[src/hw/rtl/ict_pkg.sv]
// types and constants shared by the ignore context table modules
`timescale 1ns / 1ps

package ict_pkg;

	localparam int CAPACITY = 32;
	localparam int IDX_W    = $clog2(CAPACITY);
	localparam int CNT_W    = $clog2(CAPACITY + 1);
	localparam int KEY_W    = 64;
	localparam int OUT_CNT_W = 6;

	localparam logic REQ_ADD   = 1'b0;
	localparam logic REQ_QUERY = 1'b1;

	typedef struct packed {
		logic        req_type;
		logic [15:0] net_id;
		logic [15:0] stream_id;
		logic [15:0] service_id;
		logic [15:0] pid;
	} req_t;

	typedef struct packed {
		logic                 hit;
		logic [OUT_CNT_W-1:0] entry_count;
	} rsp_t;

	typedef struct packed {
		logic             we;
		logic [IDX_W-1:0] waddr;
		logic [KEY_W-1:0] wdata;
		logic             re;
		logic [IDX_W-1:0] raddr;
	} mem_req_t;

endpackage

[src/hw/rtl/ict_key_mem.sv]
// key store: one write port, one registered read port
`timescale 1ns / 1ps

module ict_key_mem (
	input  logic                     clk,
	input  ict_pkg::mem_req_t        mem_req,
	output logic [ict_pkg::KEY_W-1:0] rd_data
);

	logic [ict_pkg::KEY_W-1:0] mem_q [ict_pkg::CAPACITY];
	logic [ict_pkg::KEY_W-1:0] rd_data_q;

	always_ff @(posedge clk) begin
		if (mem_req.we) begin
			mem_q[mem_req.waddr] <= mem_req.wdata;
		end
		if (mem_req.re) begin
			rd_data_q <= mem_q[mem_req.raddr];
		end
	end

	assign rd_data = rd_data_q;

endmodule

[src/hw/rtl/ict_ctrl.sv]
// sequencer: scans the key store with one comparator, then inserts an absent key on an add and reports the result
`timescale 1ns / 1ps

module ict_ctrl (
	input  logic                      clk,
	input  logic                      arst_n,
	input  logic                      in_valid,
	output logic                      in_ready,
	input  ict_pkg::req_t             in_word,
	output logic                      out_valid,
	input  logic                      out_ready,
	output ict_pkg::rsp_t             out_word,
	output ict_pkg::mem_req_t         mem_req,
	input  logic [ict_pkg::KEY_W-1:0] rd_data
);

	typedef enum logic [1:0] {
		ST_IDLE,
		ST_SCAN,
		ST_UPDATE
	} state_t;

	state_t                    state_q;
	logic [ict_pkg::KEY_W-1:0] key_q;
	logic                      is_query_q;
	logic                      hit_q;
	logic                      cmp_vld_q;
	logic [ict_pkg::CNT_W-1:0] scan_q;
	logic [ict_pkg::CNT_W-1:0] count_q;
	logic [ict_pkg::IDX_W-1:0] oldest_q;
	logic                      out_valid_q;
	ict_pkg::rsp_t             out_word_q;

	logic scan_more;
	logic full;
	logic can_finish;
	logic do_insert;
	logic key_match;

	assign scan_more  = scan_q < count_q;
	assign full       = count_q == ict_pkg::CNT_W'(ict_pkg::CAPACITY);
	assign can_finish = !out_valid_q || out_ready;
	assign do_insert  = (state_q == ST_UPDATE) && can_finish &&
		(is_query_q == ict_pkg::REQ_ADD) && !hit_q;
	assign key_match  = cmp_vld_q && (rd_data == key_q);

	always_comb begin
		mem_req       = '0;
		mem_req.re    = (state_q == ST_SCAN) && scan_more;
		mem_req.raddr = scan_q[ict_pkg::IDX_W-1:0];
		mem_req.we    = do_insert;
		mem_req.waddr = full ? oldest_q : count_q[ict_pkg::IDX_W-1:0];
		mem_req.wdata = key_q;
	end

	always_ff @(posedge clk or negedge arst_n) begin
		if (!arst_n) begin
			state_q     <= ST_IDLE;
			is_query_q  <= 1'b0;
			hit_q       <= 1'b0;
			cmp_vld_q   <= 1'b0;
			scan_q      <= '0;
			count_q     <= '0;
			oldest_q    <= '0;
			out_valid_q <= 1'b0;
			out_word_q  <= '0;
			key_q       <= '0;
		end else begin
			if (out_valid_q && out_ready && (state_q != ST_UPDATE)) begin
				out_valid_q <= 1'b0;
			end
			unique case (state_q)
				ST_IDLE: begin
					if (in_valid) begin
						key_q      <= {in_word.net_id, in_word.stream_id,
							in_word.service_id, in_word.pid};
						is_query_q <= in_word.req_type;
						hit_q      <= 1'b0;
						cmp_vld_q  <= 1'b0;
						scan_q     <= '0;
						state_q    <= ST_SCAN;
					end
				end
				ST_SCAN: begin
					cmp_vld_q <= scan_more;
					if (scan_more) begin
						scan_q <= scan_q + 1'b1;
					end
					if (key_match) begin
						hit_q <= 1'b1;
					end
					if (!scan_more && !cmp_vld_q) begin
						state_q <= ST_UPDATE;
					end
				end
				ST_UPDATE: begin
					if (can_finish) begin
						out_valid_q     <= 1'b1;
						out_word_q.hit  <= hit_q;
						out_word_q.entry_count <= (do_insert && !full) ?
							ict_pkg::OUT_CNT_W'(count_q + 1'b1) :
							ict_pkg::OUT_CNT_W'(count_q);
						if (do_insert) begin
							if (full) begin
								oldest_q <= (oldest_q ==
									ict_pkg::IDX_W'(ict_pkg::CAPACITY - 1)) ?
									'0 : oldest_q + 1'b1;
							end else begin
								count_q <= count_q + 1'b1;
							end
						end
						state_q <= ST_IDLE;
					end
				end
				default: begin
					state_q <= ST_IDLE;
				end
			endcase
		end
	end

	assign in_ready  = state_q == ST_IDLE;
	assign out_valid = out_valid_q;
	assign out_word  = out_word_q;

endmodule

[src/hw/rtl/ignore_context_table.sv]
// ignore context table: a fifo-replacement set of 64-bit stream context keys
// usage:
//   in channel (in_valid/in_ready/in_word) takes one request word: req_type
//   add or query, and the four 16-bit key fields net_id, stream_id,
//   service_id and pid
//   out channel (out_valid/out_ready/out_word) returns one word per request:
//   hit (key was held before the request) and entry_count after it
//   an add of an absent key stores it; once 32 keys are held the oldest one
//   is overwritten in arrival order; a present key keeps its age
//   after accept the single 64-bit comparator walks the held keys in the
//   key store one entry per cycle through its registered read port, then
//   the update step registers the result; a new request is not taken
//   until the sequencer is through with the last one
//   in_ready is high only while the sequencer is idle
//   a result waiting on a low out_ready does not block the next request's
//   scan; only its final update step waits for the output register to free
//   reset clears the count and oldest pointer, so the table is empty; the
//   key store itself is never cleared, entries past the count are not read
`timescale 1ns / 1ps

module ignore_context_table (
	input  logic           clk,
	input  logic           arst_n,
	input  logic           in_valid,
	output logic           in_ready,
	input  ict_pkg::req_t  in_word,
	output logic           out_valid,
	input  logic           out_ready,
	output ict_pkg::rsp_t  out_word
);

	ict_pkg::mem_req_t         mem_req;
	logic [ict_pkg::KEY_W-1:0] rd_data;

	ict_ctrl u_ctrl (
		.clk       (clk),
		.arst_n    (arst_n),
		.in_valid  (in_valid),
		.in_ready  (in_ready),
		.in_word   (in_word),
		.out_valid (out_valid),
		.out_ready (out_ready),
		.out_word  (out_word),
		.mem_req   (mem_req),
		.rd_data   (rd_data)
	);

	ict_key_mem u_key_mem (
		.clk     (clk),
		.mem_req (mem_req),
		.rd_data (rd_data)
	);

endmodule

[config.mk]
export PLATFORM = sky130hd
export DESIGN_NAME = ignore_context_table
export DESIGN_NICKNAME = d
export VERILOG_FILES = /design/src/hw/rtl/ict_pkg.sv /design/src/hw/rtl/ict_key_mem.sv /design/src/hw/rtl/ict_ctrl.sv /design/src/hw/rtl/ignore_context_table.sv
export SDC_FILE = /design/constraint.sdc
export NUM_CORES = 2
export LEC_CHECK = 0
export BUFFER_PORTS_ARGS = -buffer_cell sky130_fd_sc_hd__buf_4
export CAP_MARGIN = 15
export CORE_ASPECT_RATIO = 1.25
export CORE_MARGIN = 8
export CORE_UTILIZATION = 57
export DETAILED_ROUTE_END_ITERATION = 16
export PLACE_DENSITY = 0.76
export SLEW_MARGIN = 0
export SYNTH_ARGS = -nofsm -noshare
export SYNTH_HDL_FRONTEND = slang
export SYNTH_HIERARCHICAL = 1
export SYNTH_SLANG_ARGS = --single-unit
[constraint.sdc]
create_clock -name clk -period 6.9 [get_ports clk]
set_input_delay 0.345 -clock clk [delete_from_list [all_inputs] [get_ports clk]]
set_output_delay 0.345 -clock clk [all_outputs]
set_load 0.005 [all_outputs]
# [Yosys cells after proc, flatten, opt, wreduce, memory -nomap -nowiden]
# Memories as Yosys holds them, arrays and structs flattened. A register that Yosys moved wholly into a read port is not among the register bits.
# Cells that the tools add are included.
[op_classes] n_addsub=3 mux=19 bitwise_logic=2 n_eq_ne=11 n_lt_le_gt_ge=1 n_reduce_logical=25
[op_table] cell="equality test 64 bit" count=1
[op_table] cell="2-to-1 mux 6 bit" count=3
[op_table] cell="adder 6 x 1 -> 6 bit, second input constant" count=2
[op_table] cell="case mux 6 bit (2 select lines)" count=1
[op_table] cell="2-to-1 mux 5 bit" count=2
[op_table] cell="logical AND 1 bit" count=9
[op_table] cell="AND reduction 3 bit" count=3
[op_table] cell="AND reduction 4 bit" count=2
[op_table] cell="2-to-1 mux 1 bit" count=7
[op_table] cell="equality test 6 bit, second input constant" count=1
[op_table] cell="< comparator 6 bit" count=1
[op_table] cell="2-to-1 mux 2 bit" count=3
[op_table] cell="!= test 2 x 1 -> 1 bit, second input constant" count=3
[op_table] cell="!= test 2 bit, second input constant" count=3
[op_table] cell="case mux 2 bit (3 select lines)" count=1
[op_table] cell="AND reduction 2 bit" count=3
[op_table] cell="adder 5 x 1 -> 5 bit, second input constant" count=1
[op_table] cell="equality test 5 bit, second input constant" count=1
[op_table] cell="zero test 1 bit" count=5
[op_table] cell="case mux 1 bit (2 select lines)" count=2
[op_table] cell="equality test 2 x 1 -> 1 bit, second input constant" count=1
[op_table] cell="equality test 2 bit, second input constant" count=1
[op_table] cell="zero test 2 bit" count=1
[op_table] cell="NOT 1 bit" count=2
[op_table] cell="2 further kinds" count=2
[word_totals] regBits=94 memories=1 ram_bits=2048 out_inout_bits=9
[mem_list] name="u_key_mem.mem_q" depth=32 width=64 rd=1 rd_ports_with_merged_regs=1 write_ports=1 line="ict_key_mem.sv:10" rtl="logic [ict_pkg::KEY_W-1:0] mem_q [ict_pkg::CAPACITY];"

# [Logic depth before layout (Yosys ltp)]
[depth] depth_word=7 ltp_mapped=10 ltp_nobuf=8

# [Cells and area by module]
# The synthesis kept the hierarchy.
[modules_own_cells] mod="ict_key_mem" area_per_inst_um2=79605.1 n_inst=1 cells_per_inst=3097 seq_area_each_um2=63420.8
[modules_own_cells] mod="ict_ctrl" area_per_inst_um2=4707.0 n_inst=1 cells_per_inst=515 seq_area_each_um2=2352.3

# [Worst setup path after synthesis]
# No wires, ideal clock.
[synth_path] path_kind="flip-flop to flip-flop" start="register u_ctrl/count_q[0] in the netlist's numbering" end="memory u_key_mem/mem_q[28][0] in the netlist's numbering, enable pin" required_time_ns=6.413 path_stages_with_launch=9 setup_slack_ns=1.801 t_arrival_ns=4.612 path_cell_list="dfrtp_1 > inv_1 > ha_1 > and4_1 > clkbuf_1 > o21ai_0 > or3b_2 > clkbuf_1 > nor2_1"
[synth_rtl] item="start: declaration" line="ict_ctrl.sv:29" rtl="logic [ict_pkg::CNT_W-1:0] count_q;"
[synth_rtl] item="start signal: assignment" line="ict_ctrl.sv:109" rtl="count_q <= count_q + 1'b1;"
[synth_rtl] item="end: declaration" line="ict_key_mem.sv:10"

==> run_results.csv <==
group,metric,value,unit
sta,fin_crit,4050,ps
floorplan,boundaryPins,78,
synth,synth_cells,3612,
pwr,power.leakage,30.0,nW
finish,drive_gt1_share,30.0,%
synth,syn_nets,3691,
global_routing,antenna_found_initial,3,
synth,ys_top_cells_by_area,"edfxtp_1, mux4_2, dfrtp_1, mux2_2, nand2_1",
finish,layout.cells.non_filler,6000,
critical_path,slowest_stage,"nor2_4",
critical_path,start_kind,"register",
critical_path,ff2ff_setup_slack,2850,ps
placed_design,dpl.cell_count,5556,
clock_tree,path_clk_slew,60,ps
global_routing,grt_pass1_wl,292000,um
finish,area_delta_synth_final,12.9,%
sta,slew_violations,0,
critical_path,ff2ff_path_depth,7,
critical_path,rr_endpoint,"u_key_mem/mem_q[15][37]$_DFFE_PP_",
synth,synth-seq-cells,2206,
floorplan,rows,158,
detailed_routing,wirelength,203000,um
sta,fin_setup_tns,0,ps
clock_tree,cts_tree,"yes",
finish,post-route-cell-area,95200,um^2
critical_path,path_delay_family,"simple AND/OR/NAND/NOR gates",
floorplan,die_x,360,um
detailed_routing,via_count,39800,
synth,ys_seq_area_share,78.0,%
critical_path,cp.arrival,4510,ps
critical_path,endpoint,"u_key_mem/mem_q[15][37]$_DFFE_PP_",
critical_path,timing.rr.start,"u_ctrl/count_q[0]$_DFFE_PN0P_",
critical_path,end_kind,"register",
detailed_routing,wire_per_inst,33.8,um
floorplan,dieArea,161000,um^2
sta,fin_worst_skew,42.3,ps
clock_tree,numCtsBuffers,196,
critical_path,slowest_delay,1050,ps
pwr,ir_worst_vdd,0.273,mV
synth,yosysTopAreaCell,"edfxtp_1",
detailed_routing,drt_iter0_drc,5114,
sta,setup_violations,0,
clock_tree,cts_htree_levels,4,
pwr,powerDensity,391,nW/um^2
clock_tree,insertion_delay,850,ps
critical_path,critPathMaxFanout,45,
finish,layout_common_cells,"edfxtp_1, mux4_2, nand2_1, clkbuf_16, buf_4",
synth,ys.flop_type,"edfxtp_1",
synth,synth_area_per_cell,23.3,um^2
placed_design,dpl_cell_area,88100,um^2
critical_path,worstPathRequired,7360,ps
detailed_routing,vias_per_cell,6.63,
detailed_routing,drc,0,
status,status,"completed",
placed_design,port-buffer-count,77,
synth,synth_edf_count,2112,
detailed_routing,drt-pass1-iter-count,5,
sta,relSlewSlack,25.0,%
critical_path,crit_chain,"inv_1 > ha_1 > and4_1 > o21ai_0 > nand3_1 > nor2_4 > buf_12",
global_routing,grt_max_degree,115,
sta,fmax,247,MHz
synth,synth_top_area_share,75.2,%
synth,synth_cell_types,59,
critical_path,startpoint,"u_ctrl/count_q[0]$_DFFE_PN0P_",
sta,grt_setup_unrepaired,"false",
placed_design,place_congestion,0.798,
finish,final_common_cell,"edfxtp_1",
synth,syn_area,84300,um^2
floorplan,core-area,148000,um^2
global_routing,grt-ovfl-total,0,
sta,worst_pin_slew,1120,ps
floorplan,die_y,446,um
synth,synthArstFlopShare,4.26,%
placed_design,hpwl,100000,um
finish,utilization,64.5,%
clock_tree,ctsResizeCount,0,
clock_tree,root_buffer,"clkbuf_16",
synth,yosys_warnings,6,
critical_path,path_depth,7,
global_routing,grt_pass1_vias,41200,
sta,hold_viol_final,0,
floorplan,start_util,57.1,%
clock_tree,cts_buffer_depth,3,
sta,fin_crit_sh,58.7,%
global_routing,grt_use_total,25.3,%
finish,fin_nets,3984,
clock_tree,cts.sinks,2206,
critical_path,crit_buf_inv,2,
flow_run,timing.max_cap.violations,0,
critical_path,critical_path_class,"reg2reg",
worst_hold_path,hold_class,"in2reg",
detailed_routing,ant_nets,0,
-- sequential cells by signal, indices dropped and copies added, names as in the netlist --
register,count
u_ctrl/out_valid,1
u_ctrl/cmp_vld_q,1
u_ctrl/count_q,6
u_ctrl/hit_q,1
u_ctrl/key_q,64
u_key_mem/rd_data,64
u_key_mem/mem_q,2048
u_ctrl/is_query_q,1
u_ctrl/state_q,2
u_ctrl/scan_q,6
u_ctrl/oldest_q,5
u_ctrl/out_word,7
-- kinds of logic after synthesis --
| kind of cell | after synthesis | synth area share (%) |
|---|---|---|
| xor+xnor | 69 | 0.717 |
| fa+ha+maj | 10 | 0.148 |
| compound gates | 77 | 0.652 |
| simple gates | 336 | 1.75 |
| mux | 725 | 17.7 |
| flops | 2206 | 78.0 |
| buf+inv | 189 | 1.05 |
-- per-layer routing --
metal	vias up	part of all wire, %	global-route usage, %	wire length (um)
met2	2315	52	43.8	106000
met5	-	0	0	0
met1	21300	35	32.2	70600
met4	0	4.4	10.5	9000
li1	15800	-	-	-
met3	434	8.7	3.96	17600
-- where the power goes --
group | switching (mW) | total (mW) | internal, mW
clock network | 4.83 | 11.0 | 6.12
logic | 5.17 | 8.73 | 3.56
registers | 0.511 | 17.5 | 17.0
total | 10.5 | 37.2 | 26.7
-- Yosys cell counts, types with 5 or more instances --
master    count
o21ai_0      14
xor2_1       33
nand2_1     216
buf_4        20
a21oi_1       5
o22ai_1      12
ha_1         10
inv_1         8
clkbuf_1     66
a221oi_1     12
mux2i_1      38
mux4_2      602
buf_1        25
nor2_1       49
buf_2        65
nand3b_1      5
xnor2_1      36
edfxtp_1   2112
nand3_1      10
nand4_1      12
nand2b_1      7
dfrtp_1      94
o211ai_1      6
mux2_2       83
nor4_1       10
-- worst register-to-register path, cell delays in order, from the launching register on --
cell     delay, ps
dfrtp_1        400
inv_1           90
ha_1           200
and4_1         310
o21ai_0        360
nand3_1        690
nor2_4        1060
buf_12         500
-- timing repair --
item | CTS | global route
setup buffers | 0 | 0
endpoints found under the hold margin | 112 | 0
hold buffers | 70 | 0
-- per-stage QoR --
step / power [mW] / hold slack (ps) / worst slack (ps)
3_3_place_gp: 26.3 / 318 / 2930
4_1_cts: 37.5 / 179 / 2890
2_1_floorplan: 23.5 / 49.4 / 1800
5_1_grt: 38.4 / 220 / 2620
3_5_place_dp: 26.5 / 325 / 2920
6_report: 37.2 / 229 / 2850
-- cell type report --
cell class	count	area, um^2
Antenna cell	4	10.0
Clock buffer	253	5200
Clock inverter	116	1240
Fill cell	9135	52400
Inverter	10	40.0
Multi-Input combinational cell	1217	17900
Sequential cell	2206	65800
Tap cell	1920	2400
Timing Repair Buffer	274	2640
-- worst min path at each step --
stage / startpoint / to / slack (ps) / cells after the start
finish: in_word[35] / u_ctrl/key_q[35]$_DFFE_PN0P_ / 230 / 4
global route: in_word[43] / u_ctrl/key_q[43]$_DFFE_PN0P_ / 220 / 4
CTS: in_word[59] / u_ctrl/key_q[59]$_DFFE_PN0P_ / 180 / 4
detailed placement: arst_n / u_ctrl/key_q[5]$_DFFE_PN0P_ / 330 / 1
global placement: arst_n / u_ctrl/key_q[5]$_DFFE_PN0P_ / 320 / 1
floorplan: arst_n / u_ctrl/cmp_vld_q$_DFFE_PN0P_ / 50 / 0
Power figures use the tool's default switching activity.
